## src/pcpt_pkg.sv

```systemverilog
`timescale 1ns / 1ps
`default_nettype none
// ----------------------------------------------------------------------------
// Pulsed current phase timer package
// Shared widths, register indexes and phase codes for the phase timer.
// ----------------------------------------------------------------------------
package pcpt_pkg;

  // Sizing of the section tables and the timed values.
  localparam int SECTIONS     = 4;
  localparam int TIME_BITS    = 16;
  localparam int CURRENT_BITS = 16;
  localparam int LANE_BITS    = 16;
  localparam int SEC_BITS     = 2;

  // Configuration port.
  localparam int CFG_IDX_BITS  = 3;
  localparam int CFG_DATA_BITS = 64;

  typedef logic [CFG_IDX_BITS-1:0]  cfg_idx_t;
  typedef logic [CFG_DATA_BITS-1:0] cfg_data_t;

  // Register indexes.
  localparam cfg_idx_t REG_PULSE_DUR = 3'd0;
  localparam cfg_idx_t REG_PEAK_DUR  = 3'd1;
  localparam cfg_idx_t REG_BASE_DUR  = 3'd2;
  localparam cfg_idx_t REG_PULSE_CUR = 3'd3;
  localparam cfg_idx_t REG_PEAK_CUR  = 3'd4;
  localparam cfg_idx_t REG_BASE_CUR  = 3'd5;

  // Phase codes on the result channel.
  typedef logic [1:0] phase_t;
  localparam phase_t PHASE_PEAK  = 2'd0;
  localparam phase_t PHASE_BASE  = 2'd1;
  localparam phase_t PHASE_PULSE = 2'd2;

  typedef logic [SEC_BITS-1:0]     sec_t;
  typedef logic [TIME_BITS-1:0]    ticks_t;
  typedef logic [CURRENT_BITS-1:0] current_t;
  typedef logic [15:0]             setpoint_t;

endpackage : pcpt_pkg
`default_nettype wire

```

## src/pcpt_if.sv

```systemverilog
`timescale 1ns / 1ps
`default_nettype none
// ----------------------------------------------------------------------------
// Phase timer channel interfaces
// Valid/ready channels for timer ticks in and phase results out.
// ----------------------------------------------------------------------------

// Input channel: one timer tick per transfer.
interface pcpt_in_if
  import pcpt_pkg::*;
();
  logic valid;
  logic ready;
  logic pulse_switch_on;
  logic current_switch_on;
  logic weld_active;
  logic cruise_active;
  sec_t section;

  modport source (output valid, output pulse_switch_on, output current_switch_on,
                  output weld_active, output cruise_active, output section,
                  input ready);
  modport sink   (input valid, input pulse_switch_on, input current_switch_on,
                  input weld_active, input cruise_active, input section,
                  output ready);
endinterface : pcpt_in_if

// Result channel: one phase result per transfer.
interface pcpt_out_if
  import pcpt_pkg::*;
();
  logic      valid;
  logic      ready;
  phase_t    phase;
  logic      pulsing_enabled;
  setpoint_t current_setpoint;

  modport source (output valid, output phase, output pulsing_enabled,
                  output current_setpoint, input ready);
  modport sink   (input valid, input phase, input pulsing_enabled,
                  input current_setpoint, output ready);
endinterface : pcpt_out_if
`default_nettype wire

```

## src/pulsed_current_phase_timer.sv

```systemverilog
`timescale 1ns / 1ps
`default_nettype none
// ----------------------------------------------------------------------------
// Pulsed current phase timer
// Per-tick pulse/peak/base sequencer with per-section current selection.
// ----------------------------------------------------------------------------
// Each input transfer is one timer tick and yields exactly one result. The
// sequencer and the current selection are evaluated in the cycle the tick is
// transferred and land in a result register, so a result appears in the cycle
// after its tick. The block takes one tick per clock cycle: ready is high
// whenever the result register is empty or its result is being transferred
// in the same cycle, so a stalled result only stalls the input. The six
// configuration registers hold four 16-bit lanes each, lane s for section s,
// and should be written while no tick is in flight.
module pulsed_current_phase_timer
  import pcpt_pkg::*;
(
  input  wire logic      clk,
  input  wire logic      rst_n,
  input  wire logic      cfg_we,
  input  wire cfg_idx_t  cfg_index,
  input  wire cfg_data_t cfg_wdata,
  pcpt_in_if.sink        in_ch,
  pcpt_out_if.source     out_ch
);

  // Sequencer state codes.
  localparam logic [1:0] ST_IDLE  = 2'd0;
  localparam logic [1:0] ST_PULSE = 2'd1;
  localparam logic [1:0] ST_PEAK  = 2'd2;
  localparam logic [1:0] ST_BASE  = 2'd3;

  // Configuration registers.
  cfg_data_t pulse_dur_r, peak_dur_r, base_dur_r;
  cfg_data_t pulse_cur_r, peak_cur_r, base_cur_r;

  // Sequencer and current state.
  logic [1:0] state_r, state_nxt;
  ticks_t     ticks_r, ticks_nxt;
  logic       cruise_run_r, cruise_run_nxt;
  current_t   hold_r, hold_nxt;

  // Result register.
  logic       out_valid_r;
  phase_t     phase_r, phase_nxt;
  logic       pen_r;

  logic       in_xfer;
  sec_t       sec;
  logic       running;
  ticks_t     dur_pulse, dur_peak, dur_base;
  current_t   cur_pulse, cur_peak, cur_base;

  assign in_ch.ready = !out_valid_r || out_ch.ready;
  assign in_xfer     = in_ch.valid && in_ch.ready;

  // Saturate the section index to the table size.
  always_comb begin
    if (32'(in_ch.section) >= 32'(SECTIONS)) begin
      sec = SEC_BITS'(SECTIONS - 1);
    end else begin
      sec = in_ch.section;
    end
  end

  // Lane selection out of the configuration registers; the low bits of each
  // lane carry the value.
  assign dur_pulse = pulse_dur_r[{sec, 4'b0} +: TIME_BITS];
  assign dur_peak  = peak_dur_r[{sec, 4'b0} +: TIME_BITS];
  assign dur_base  = base_dur_r[{sec, 4'b0} +: TIME_BITS];
  assign cur_pulse = pulse_cur_r[{sec, 4'b0} +: CURRENT_BITS];
  assign cur_peak  = peak_cur_r[{sec, 4'b0} +: CURRENT_BITS];
  assign cur_base  = base_cur_r[{sec, 4'b0} +: CURRENT_BITS];

  assign running = ticks_r > ticks_t'(1);

  // Phase sequencer: a timed state runs while more than one tick is left.
  always_comb begin
    state_nxt = state_r;
    ticks_nxt = ticks_r;
    phase_nxt = PHASE_PEAK;
    if (in_ch.pulse_switch_on && in_ch.weld_active) begin
      case (state_r)
        ST_IDLE: begin
          ticks_nxt = dur_pulse;
          state_nxt = ST_PULSE;
        end
        ST_PULSE: begin
          if (running) begin
            ticks_nxt = ticks_r - ticks_t'(1);
            phase_nxt = PHASE_PULSE;
          end else begin
            ticks_nxt = dur_peak;
            state_nxt = ST_PEAK;
          end
        end
        ST_PEAK: begin
          if (running) begin
            ticks_nxt = ticks_r - ticks_t'(1);
          end else begin
            ticks_nxt = dur_base;
            phase_nxt = PHASE_BASE;
            state_nxt = ST_BASE;
          end
        end
        default: begin
          if (running) begin
            ticks_nxt = ticks_r - ticks_t'(1);
            phase_nxt = PHASE_BASE;
          end else begin
            ticks_nxt = dur_peak;
            state_nxt = ST_IDLE;
          end
        end
      endcase
    end
  end

  // Cruise current selection from the freshly updated phase.
  always_comb begin
    cruise_run_nxt = cruise_run_r;
    hold_nxt       = hold_r;
    if (in_ch.cruise_active) begin
      if (!cruise_run_r) begin
        if (in_ch.current_switch_on) begin
          cruise_run_nxt = 1'b1;
        end
      end else begin
        case (phase_nxt)
          PHASE_PEAK:  hold_nxt = cur_peak;
          PHASE_BASE:  hold_nxt = cur_base;
          PHASE_PULSE: hold_nxt = cur_pulse;
          default:     hold_nxt = hold_r;
        endcase
      end
    end
  end

  // Configuration writes; indexes past the list are dropped.
  always_ff @(posedge clk) begin
    if (!rst_n) begin
      pulse_dur_r <= '0;
      peak_dur_r  <= '0;
      base_dur_r  <= '0;
      pulse_cur_r <= '0;
      peak_cur_r  <= '0;
      base_cur_r  <= '0;
    end else if (cfg_we) begin
      case (cfg_index)
        REG_PULSE_DUR: pulse_dur_r <= cfg_wdata;
        REG_PEAK_DUR:  peak_dur_r  <= cfg_wdata;
        REG_BASE_DUR:  base_dur_r  <= cfg_wdata;
        REG_PULSE_CUR: pulse_cur_r <= cfg_wdata;
        REG_PEAK_CUR:  peak_cur_r  <= cfg_wdata;
        REG_BASE_CUR:  base_cur_r  <= cfg_wdata;
        default: ;
      endcase
    end
  end

  // State update on each input transfer.
  always_ff @(posedge clk) begin
    if (!rst_n) begin
      state_r      <= ST_IDLE;
      ticks_r      <= '0;
      cruise_run_r <= 1'b0;
      hold_r       <= '0;
    end else if (in_xfer) begin
      state_r      <= state_nxt;
      ticks_r      <= ticks_nxt;
      cruise_run_r <= cruise_run_nxt;
      hold_r       <= hold_nxt;
    end
  end

  // Result register valid flag.
  always_ff @(posedge clk) begin
    if (!rst_n) begin
      out_valid_r <= 1'b0;
    end else if (in_xfer) begin
      out_valid_r <= 1'b1;
    end else if (out_ch.ready) begin
      out_valid_r <= 1'b0;
    end
  end

  // Result payload; the held current is read straight from its register.
  always_ff @(posedge clk) begin
    if (in_xfer) begin
      phase_r <= phase_nxt;
      pen_r   <= in_ch.pulse_switch_on;
    end
  end

  assign out_ch.valid            = out_valid_r;
  assign out_ch.phase            = phase_r;
  assign out_ch.pulsing_enabled  = pen_r;
  assign out_ch.current_setpoint = setpoint_t'(hold_r);

endmodule : pulsed_current_phase_timer
`default_nettype wire

```

## src/flat_wrapper.sv

```systemverilog
// flat-port wrapper written by rule: the top's interface ports become plain ports
module pulsed_current_phase_timer_flat import pcpt_pkg::*;
  (clk, rst_n, cfg_we, cfg_index, cfg_wdata, in_ch_valid, in_ch_pulse_switch_on, in_ch_current_switch_on, in_ch_weld_active, in_ch_cruise_active, in_ch_section, in_ch_ready, out_ch_valid, out_ch_phase, out_ch_pulsing_enabled, out_ch_current_setpoint, out_ch_ready);
  pcpt_in_if in_ch_i ();
  pcpt_out_if out_ch_i ();
  input  wire logic clk;
  input  wire logic rst_n;
  input  wire logic cfg_we;
  input  wire cfg_idx_t cfg_index;
  input  wire cfg_data_t cfg_wdata;
  input wire logic [$bits(in_ch_i.valid)-1:0] in_ch_valid;
  input wire logic [$bits(in_ch_i.pulse_switch_on)-1:0] in_ch_pulse_switch_on;
  input wire logic [$bits(in_ch_i.current_switch_on)-1:0] in_ch_current_switch_on;
  input wire logic [$bits(in_ch_i.weld_active)-1:0] in_ch_weld_active;
  input wire logic [$bits(in_ch_i.cruise_active)-1:0] in_ch_cruise_active;
  input wire logic [$bits(in_ch_i.section)-1:0] in_ch_section;
  output wire logic [$bits(in_ch_i.ready)-1:0] in_ch_ready;
  output wire logic [$bits(out_ch_i.valid)-1:0] out_ch_valid;
  output wire logic [$bits(out_ch_i.phase)-1:0] out_ch_phase;
  output wire logic [$bits(out_ch_i.pulsing_enabled)-1:0] out_ch_pulsing_enabled;
  output wire logic [$bits(out_ch_i.current_setpoint)-1:0] out_ch_current_setpoint;
  input wire logic [$bits(out_ch_i.ready)-1:0] out_ch_ready;
  assign in_ch_i.valid = in_ch_valid;
  assign in_ch_i.pulse_switch_on = in_ch_pulse_switch_on;
  assign in_ch_i.current_switch_on = in_ch_current_switch_on;
  assign in_ch_i.weld_active = in_ch_weld_active;
  assign in_ch_i.cruise_active = in_ch_cruise_active;
  assign in_ch_i.section = in_ch_section;
  assign in_ch_ready = in_ch_i.ready;
  assign out_ch_valid = out_ch_i.valid;
  assign out_ch_phase = out_ch_i.phase;
  assign out_ch_pulsing_enabled = out_ch_i.pulsing_enabled;
  assign out_ch_current_setpoint = out_ch_i.current_setpoint;
  assign out_ch_i.ready = out_ch_ready;
  pulsed_current_phase_timer u_core (.clk(clk), .rst_n(rst_n), .cfg_we(cfg_we), .cfg_index(cfg_index), .cfg_wdata(cfg_wdata), .in_ch(in_ch_i), .out_ch(out_ch_i));
endmodule
```

## config.mk

```make
export PLATFORM = sky130hd
export DESIGN_NAME = pulsed_current_phase_timer_flat
export DESIGN_NICKNAME = d
export VERILOG_FILES = /design/src/pcpt_pkg.sv /design/src/pcpt_if.sv /design/src/pulsed_current_phase_timer.sv /design/src/flat_wrapper.sv
export SDC_FILE = /design/constraint.sdc
export NUM_CORES = 1
export LEC_CHECK = 0
export BUFFER_PORTS_ARGS = -buffer_cell sky130_fd_sc_hd__buf_2
export CORE_MARGIN = 8
export CORE_UTILIZATION = 55
export CTS_CLUSTER_DIAMETER = 100
export DETAILED_ROUTE_END_ITERATION = 10
export PLACE_DENSITY = 0.74
export SYNTH_ARGS = -nofsm -noshare
export SYNTH_HDL_FRONTEND = slang
export SYNTH_SLANG_ARGS = --single-unit
```

## constraint.sdc

```tcl
create_clock -name clk -period 3.2 [get_ports clk]
set_input_delay 0.32 -clock clk [delete_from_list [all_inputs] [get_ports clk]]
set_output_delay 0.32 -clock clk [all_outputs]
set_load 0.01 [all_outputs]
```

==> results of run 1 <==
## cells by family after synthesis
group | synth area share (%)
mux | 8.32
simple gates | 19.0
xor+xnor | 0.435
compound gates | 20.1
buf+inv | 4.60
flops | 46.9
fa+ha+maj | 0.622
## sequential cells by signal, indices dropped and copies added (netlist names), 16 cells and up
name                            flops
u_core.base_cur_r                  64
u_core.base_dur_r                  64
u_core.out_ch.current_setpoint     16
u_core.peak_cur_r                  64
u_core.peak_dur_r                  64
u_core.pulse_cur_r                 64
u_core.pulse_dur_r                 64
u_core.ticks_r                     16
## final timing paths
kind / end / cells after the start / from
setup / recovery: u_core.out_ch.current_setpoint[2] / 12 / u_core.ticks_r[2]
hold / removal: u_core.cruise_run_r / 3 / in_ch_current_switch_on
setup reg to reg: u_core.out_ch.current_setpoint[2] / 12 / u_core.ticks_r[2]
hold reg to reg: u_core.peak_dur_r[34] / 2 / u_core.peak_dur_r[34]
## metrics by stage
stage / utilization, % / hold WS, ns / instance area (um2)
finish: 63.9 / 0.0562 / 20800
global route: 63.9 / 0.0639 / 20800
CTS: 63.5 / 0.0408 / 20600
detailed placement: 58.9 / 0.443 / 19100
floorplan: - / 0.419 / 18200
global placement: 58.9 / 0.437 / 19100
## layout make-up
class,count,area [um2]
antenna,2,5.00
clock buffer,67,1340
clock inverter,12,155
fill,2715,11700
inverter,14,60.1
multi-input combinational,1593,8940
sequential,423,8500
tap,442,553
timing repair buffer,168,1200
## layout by cell type, fill, tap and decap left out, types with 5 or more instances in the layout
master and count:
clkbuf_8 11, xnor2_1 5, inv_1 12, mux4_2 47, a221oi_1 27, clkbuf_1 10, a22oi_1 33, a31oi_1 9
o221ai_1 9, dfxtp_1 419, nor2_1 14, a22o_1 17, ha_1 5, nor2_4 5, nand2b_1 7, nor3_1 6
o21ai_0 14, mux2_2 34, and3_1 5, buf_12 11, nand2_1 779, nand3_1 7, a221oi_2 8, clkinv_2 5
a211oi_1 49, a21oi_1 442, buf_2 96, buf_4 57, clkbuf_16 48
## worst reg2reg max path, stage by stage (launching register included)
cell	delay [ns]
dfxtp_1	0.31
or4_4	0.54
or2_1	0.28
nor4b_2	0.25
a21oi_1	0.08
nor2_1	0.26
ha_4	0.28
buf_12	0.19
a22oi_1	0.12
a211oi_1	0.27
a21oi_1	0.08
a21oi_1	0.18
a22o_1	0.16
## metal layers
metal / wire length (um) / track usage, % / vias up / part of all wire (%)
li1: - / - / 7678 / -
met1: 23200 / 36.6 / 8031 / 40
met2: 26800 / 46.1 / 708 / 46
met3: 5890 / 8.01 / 118 / 10
met4: 1950 / 11.1 / 10 / 3.4
met5: 65 / 0 / - / 0.11
## power groups by stage
stage          registers [W]  clock network [W]  logic (W)
6_report             0.00545            0.00524   0.000991
3_5_place_dp         0.00556                  0   0.000960
4_1_cts              0.00545            0.00526   0.000966
2_1_floorplan        0.00555                  0   0.000584
3_3_place_gp         0.00556                  0   0.000942
5_1_grt              0.00546            0.00549    0.00107
## what timing repair did
item / in CTS / in global routing
hold buffers: 1 / 0
buffers inserted: 0 / 1
endpoints found under the setup margin: 0 / 15
endpoints found under the hold margin: 1 / 0
resized for setup: 0 / 11
==> results.md, run 1 <==
- Worst slew pin tran: 0.936 ns
- Remaining DRCs: 0
- Mapped Area: 18100 um2
- CTS Buf Count: 44
- Ys flop type: dfxtp_1
- Final Max Slew Viols: 0
- Worst-path clk slew: 0.06 ns
- Vias in the first global route: about 16000
- Placed cell count: approximately 2600
- RePlAce Congestion: ~0.9
- Maximum clock path buffer count: 3
- Clock Latency Late Sink: 0.55 ns
- Switching part of the total: between 20% and 30%
- Outcome: finished clean
- Hold Path Class: in2reg
- Max-cap violations: 0
- Initial antenna violation count: 9
- CP top delay family: simple AND/OR/NAND/NOR gates
- Total power: approximately 0.012 W
- Reg power frac: 46.7%
- Vias: about 17000
- CP Launch Type: register
- Detailed Route WL: between 50000 and 60000 um
- Drt via density: about 6
- Critical Path Max Stage Delay: 0.54 ns
- Post-synthesis average cell area: a little over 8 um2
- Die H: between 150 and 200 um
- Root Driver: clkbuf_16
- Largest area contributor in the netlist: dfxtp_1
- Power Internal: between 0.008 and 0.009 W
- Cells along the critical path: or4_4 -> or2_1 -> nor4b_2 -> a21oi_1 -> nor2_1 -> ha_4 -> buf_12 -> a22oi_1 -> a211oi_1 -> a21oi_1 -> a21oi_1 -> a22o_1
- Clock Skew: 0.0241 ns
- CP endpoint kind: register
- Finished Layout Cells: approximately 2700
- R2r setup slk: around 0.14 ns
- Clk pwr share: between 40% and 50%
- Leak: between 7 and 8 nW
- Seq/Total Area, Yosys: a little under half
- Crit path top cell by count: a21oi_1
- Endpoints failing setup: 0
- CP required: 3.67 ns
- Area contributors post-synth: dfxtp_1 (46%), nand2_1 (16%), a21oi_1 (12%)
- Largest net degree at the start of global routing: 100
- CP max FO: 22
- Synth top area share: a little under half
- Reported net switching power: around 0.0028 W
- Unrepaired setup endpoints after global routing: yes
- Share of cells above drive strength 1: between 10% and 20%
- Die width: approximately 200 um
- Fin. Hold Viols: 0
- Synth cell count leaders: nand2_1 (782), a21oi_1 (442), dfxtp_1 (420)
- Routed Antenna Nets: 0
- Post-synth EDFFs: 3
- Wire per inst: 21.3 um
- CTS tree: done
- PwrDens: around 560 nW/um2
- Number of synthesis warnings: 0
- Max transition margin: between 30% and 40%
- Sink Count: about 420
- Top-count cell post-synth: nand2_1
- Register bit total from synthesis: roughly 420
- Die ar.: ~40000 um2
- Comb pwr share: approximately 8.5%
- First-pass GRT wire length: about 89000 um
- Grt total ovfl: 0
- Row Count: between 60 and 70
- Fin worst setup slack: ~0.14 ns
- Crit path buf inv count: 1
- All-Layer GR Usage: 28.8%
- Post-synth cell types: 62
- Async set-or-reset flop fraction in the synthesized netlist: 0%
- Post-Synthesis Cells: 2210
- TNS Setup: 0 ns
- Tcrit/Tclk final: 95.7%
- Syn nets: 2297
- Buffers on Ports: 98
- Post-layout nets: 2331
- CP max stage cell: or4_4
- Peak Freq: 0.326 GHz
- Initial core utilization: between 50% and 60%
- Crit path arrival time: between 3 and 4 ns
- # H-tree levels: 2
- Peak VDD IR: 0.379 mV
- Kind of critical path: reg2reg
- I/O pin cnt: 99
- Drt pass-1 iters: 5
- Core footprint: between 30000 and 40000 um2
- Final min period: between 3 and 4 ns
- Placement Setup Slack: around 0.092 ns
- P&R area growth vs syn: 14.6%
- Hpwl dp: roughly 37000 um
- Iter 0 DRT Violations: about 1500
Power figures use the tool's default switching activity.
==> run 2: changes to the inputs <==
--- a/config.mk
+++ b/config.mk
@@ -7,10 +7,10 @@
 export LEC_CHECK = 0
 export BUFFER_PORTS_ARGS = -buffer_cell sky130_fd_sc_hd__buf_2
 export CORE_MARGIN = 8
-export CORE_UTILIZATION = 55
+export CORE_UTILIZATION = 45
 export CTS_CLUSTER_DIAMETER = 100
 export DETAILED_ROUTE_END_ITERATION = 10
-export PLACE_DENSITY = 0.74
+export PLACE_DENSITY = 0.62
 export SYNTH_ARGS = -nofsm -noshare
 export SYNTH_HDL_FRONTEND = slang
 export SYNTH_SLANG_ARGS = --single-unit
==> run 2 against run 1 <==
Design area is 0.43% higher. Final cell count is 2.7% higher. Combinational power is 0.7% higher. Critical path type unchanged.
==> results.md, run 2 (synthesized netlist as in run 1, its figures left out) <==
- Outcome: finished clean (unchanged)
- Largest net degree at the start of global routing: 112 (was 100)
- Reported net switching power: 0.00292 W (was 0.00283 W)
- Initial core utilization: 45.6% (was 55.8%)
- FF/Latch Area: 8500 um2 (unchanged)
- Hold depth: 3 (unchanged)
- Die ar.: 46900 um2 (was 39000 um2)
- R2R cell count: 12 (unchanged)
- Kind of critical path: reg2reg (unchanged)
- Die H: 217 um (was 197 um)
- Root Driver: clkbuf_16 (unchanged)
- Hold path start: cfg_wdata[61] (was in_ch_current_switch_on)
- Detailed Route WL: 60000 um (was 57800 um)
- Core footprint: 39700 um2 (was 32500 um2)
- Final Util: 52.5% (was 63.9%)
- All-Layer GR Usage: 24.9% (was 28.8%)
- Tcrit/Tclk final: 96.3% (was 95.7%)
- CP max stage cell: or4_4 (unchanged)
- Endpoints failing setup: 0 (unchanged)
- Peak Freq: 0.324 GHz (was 0.326 GHz)
- CP Launch Type: register (unchanged)
- Iter 0 DRT Violations: 1539 (was 1515)
- Buffers on Ports: 98 (unchanged)
- Commonest non-fill, non-tap cell in the layout: nand2_1 (unchanged)
- # fillers: 3732 (was 2715)
- P&R area growth vs syn: 15.1% (was 14.6%)
- Comb pwr share: 8.5% (about the same)
- Reg2Reg Launch Point: u_core.ticks_r[6] (was u_core.ticks_r[2])
- Post-layout nets: 2328 (was 2331)
- Maximum clock path buffer count: 3 (unchanged)
- CP required: 3.67 ns (about the same)
- Fin. Hold Viols: 0 (unchanged)
- Vias in the first global route: 15600 (was 15800)
- Final Max Slew Viols: 0 (unchanged)
- Initial antenna violation count: 6 (was 9)
- CP max FO: 34 (was 22)
- Switching part of the total: 24.9% (was 24.2%)
- Power Internal: 0.00880 W (was 0.00885 W)
- Worst slew pin tran: 1.09 ns (was 0.936 ns)
- TNS Setup: 0 ns (unchanged)
- CTS tree: done (unchanged)
- Max transition margin: 27.1% (was 37.5%)
- Crit path top cell by count: a21oi_1 (unchanged)
- # H-tree levels: 2 (unchanged)
- Share of cells above drive strength 1: 15.8% (about the same)
- Clock Latency Late Sink: 0.58 ns (was 0.55 ns)
- CTS Buf Count: 47 (was 44)
- Final min period: 3.08 ns (was 3.06 ns)
- Leak: 7.04 nW (was 7.05 nW)
- Vias: 16200 (was 16500)
- RePlAce Congestion: 0.911 (was 0.919)
- Crit path launch: u_core.ticks_r[6] (was u_core.ticks_r[2])
- Area used by multi-input combinational logic: 8990 um2 (was 8940 um2)
- Row Count: 73 (was 66)
- Most frequent cells in the layout: nand2_1 (779), a21oi_1 (442), dfxtp_1 (419) (unchanged)
- Crit path arrival time: 3.55 ns (was 3.53 ns)
- Drt pass-1 iters: 6 (was 5)
- Hold Path Class: in2reg (unchanged)
- Remaining DRCs: 0 (unchanged)
- Routed Antenna Nets: 0 (unchanged)
- Clk pwr share: 45.0% (was 44.8%)
- PwrDens: 562 nW/um2 (was 563 nW/um2)
- Drt via density: 5.78 (was 6.08)
- Die width: 217 um (was 197 um)
- CP endpoint kind: register (unchanged)
- I/O pin cnt: 99 (unchanged)
- Reg power frac: 46.5% (was 46.7%)
- First-pass GRT wire length: 92600 um (was 89000 um)
- Cells along the critical path: or4_4 -> or2_4 -> nor4b_2 -> a21oi_1 -> or2_1 -> ha_4 -> buf_12 -> a221oi_2 -> a211oi_2 -> a211oi_1 -> a21oi_1 -> a22o_1 (was or4_4 -> or2_1 -> nor4b_2 -> a21oi_1 -> nor2_1 -> ha_4 -> buf_12 -> a22oi_1 -> a211oi_1 -> a21oi_1 -> a21oi_1 -> a22o_1)
- Critical Path Max Stage Delay: 0.57 ns (was 0.54 ns)
- Clock Skew: 0.0199 ns (was 0.0241 ns)
- Max-cap violations: 0 (unchanged)
- Hpwl dp: 39100 um (was 37200 um)
- Peak VDD IR: 0.357 mV (was 0.379 mV)
- Grt total ovfl: 0 (unchanged)
- Sink Count: 423 (unchanged)
- Wire per inst: 21.5 um (was 21.3 um)
- Worst-path clk slew: 0.06 ns (about the same)
run 2: metrics by stage:
stage          hold WS, ns  instances  area [um2]  total power (W)  setup WS (ns)
2_1_floorplan        0.419       2210       18200          0.00613       -0.00109
3_5_place_dp         0.444       2714       19200          0.00654         0.0411
5_1_grt             0.0433       2795       20800           0.0121        -0.0283
6_report            0.0310       2795       20800           0.0117          0.118
3_3_place_gp         0.437       2714       19200          0.00652          0.145
4_1_cts             0.0110       2793       20700           0.0118         0.0291
run 2: cell type report:
| class | count | area share, % |
|---|---|---|
| well taps | 525 | 3.15 |
| diodes | 1 | 0.0120 |
| inverters | 14 | 0.288 |
| clock inverters | 9 | 0.354 |
| multi-input cells | 1593 | 43.1 |
| repair buffers | 162 | 5.57 |
| clock buffers | 68 | 6.71 |
| flip-flops and latches | 423 | 40.8 |
run 2: power by group through the flow:
stage	Combinational [W]	Sequential [W]	Clock, W
after global routing	0.00108	0.00546	0.00554
after floorplan	0.000584	0.00555	0
after global placement	0.000959	0.00556	0
after CTS	0.000978	0.00545	0.00533
final	0.000998	0.00545	0.00527
after detailed placement	0.000973	0.00556	0
run 2: final timing paths:
check	to	slack, ns
max reg2reg	u_core.out_ch.current_setpoint[15]	0.12
min	u_core.base_dur_r[61]	0.03
min reg2reg	u_core.pulse_dur_r[50]	0.45
max	u_core.out_ch.current_setpoint[15]	0.12
run 2: per-layer routing:
metal / part of all wire, % / vias to the layer above / wire length, um / track usage [%]
li1: - / 7669 / - / -
met1: 44 / 7809 / 26400 / 33.9
met2: 46 / 587 / 27900 / 40.3
met3: 6.5 / 104 / 3870 / 3.18
met4: 3.1 / 0 / 1860 / 8.90
met5: 0 / - / 0 / 0
run 2: critical path: cells and delay by family, from the launching register on:
kind | cells | cell delay, ns
buffers and inverters | 1 | 0.18
AO/OA/AOI/OAI | 6 | 0.93
adder cells (fa/ha/maj) | 1 | 0.20
AND/OR/NAND/NOR | 4 | 1.33
flip-flops | 1 | 0.32
run 2: timing repair:
| action | 4_1_cts | 5_1_grt |
|---|---|---|
| setup endpoints to repair | 0 | 16 |
| endpoints found under the hold margin | 2 | 0 |
| setup buffers | 0 | 1 |
| resized for setup | 0 | 19 |
| hold buffers | 2 | 0 |
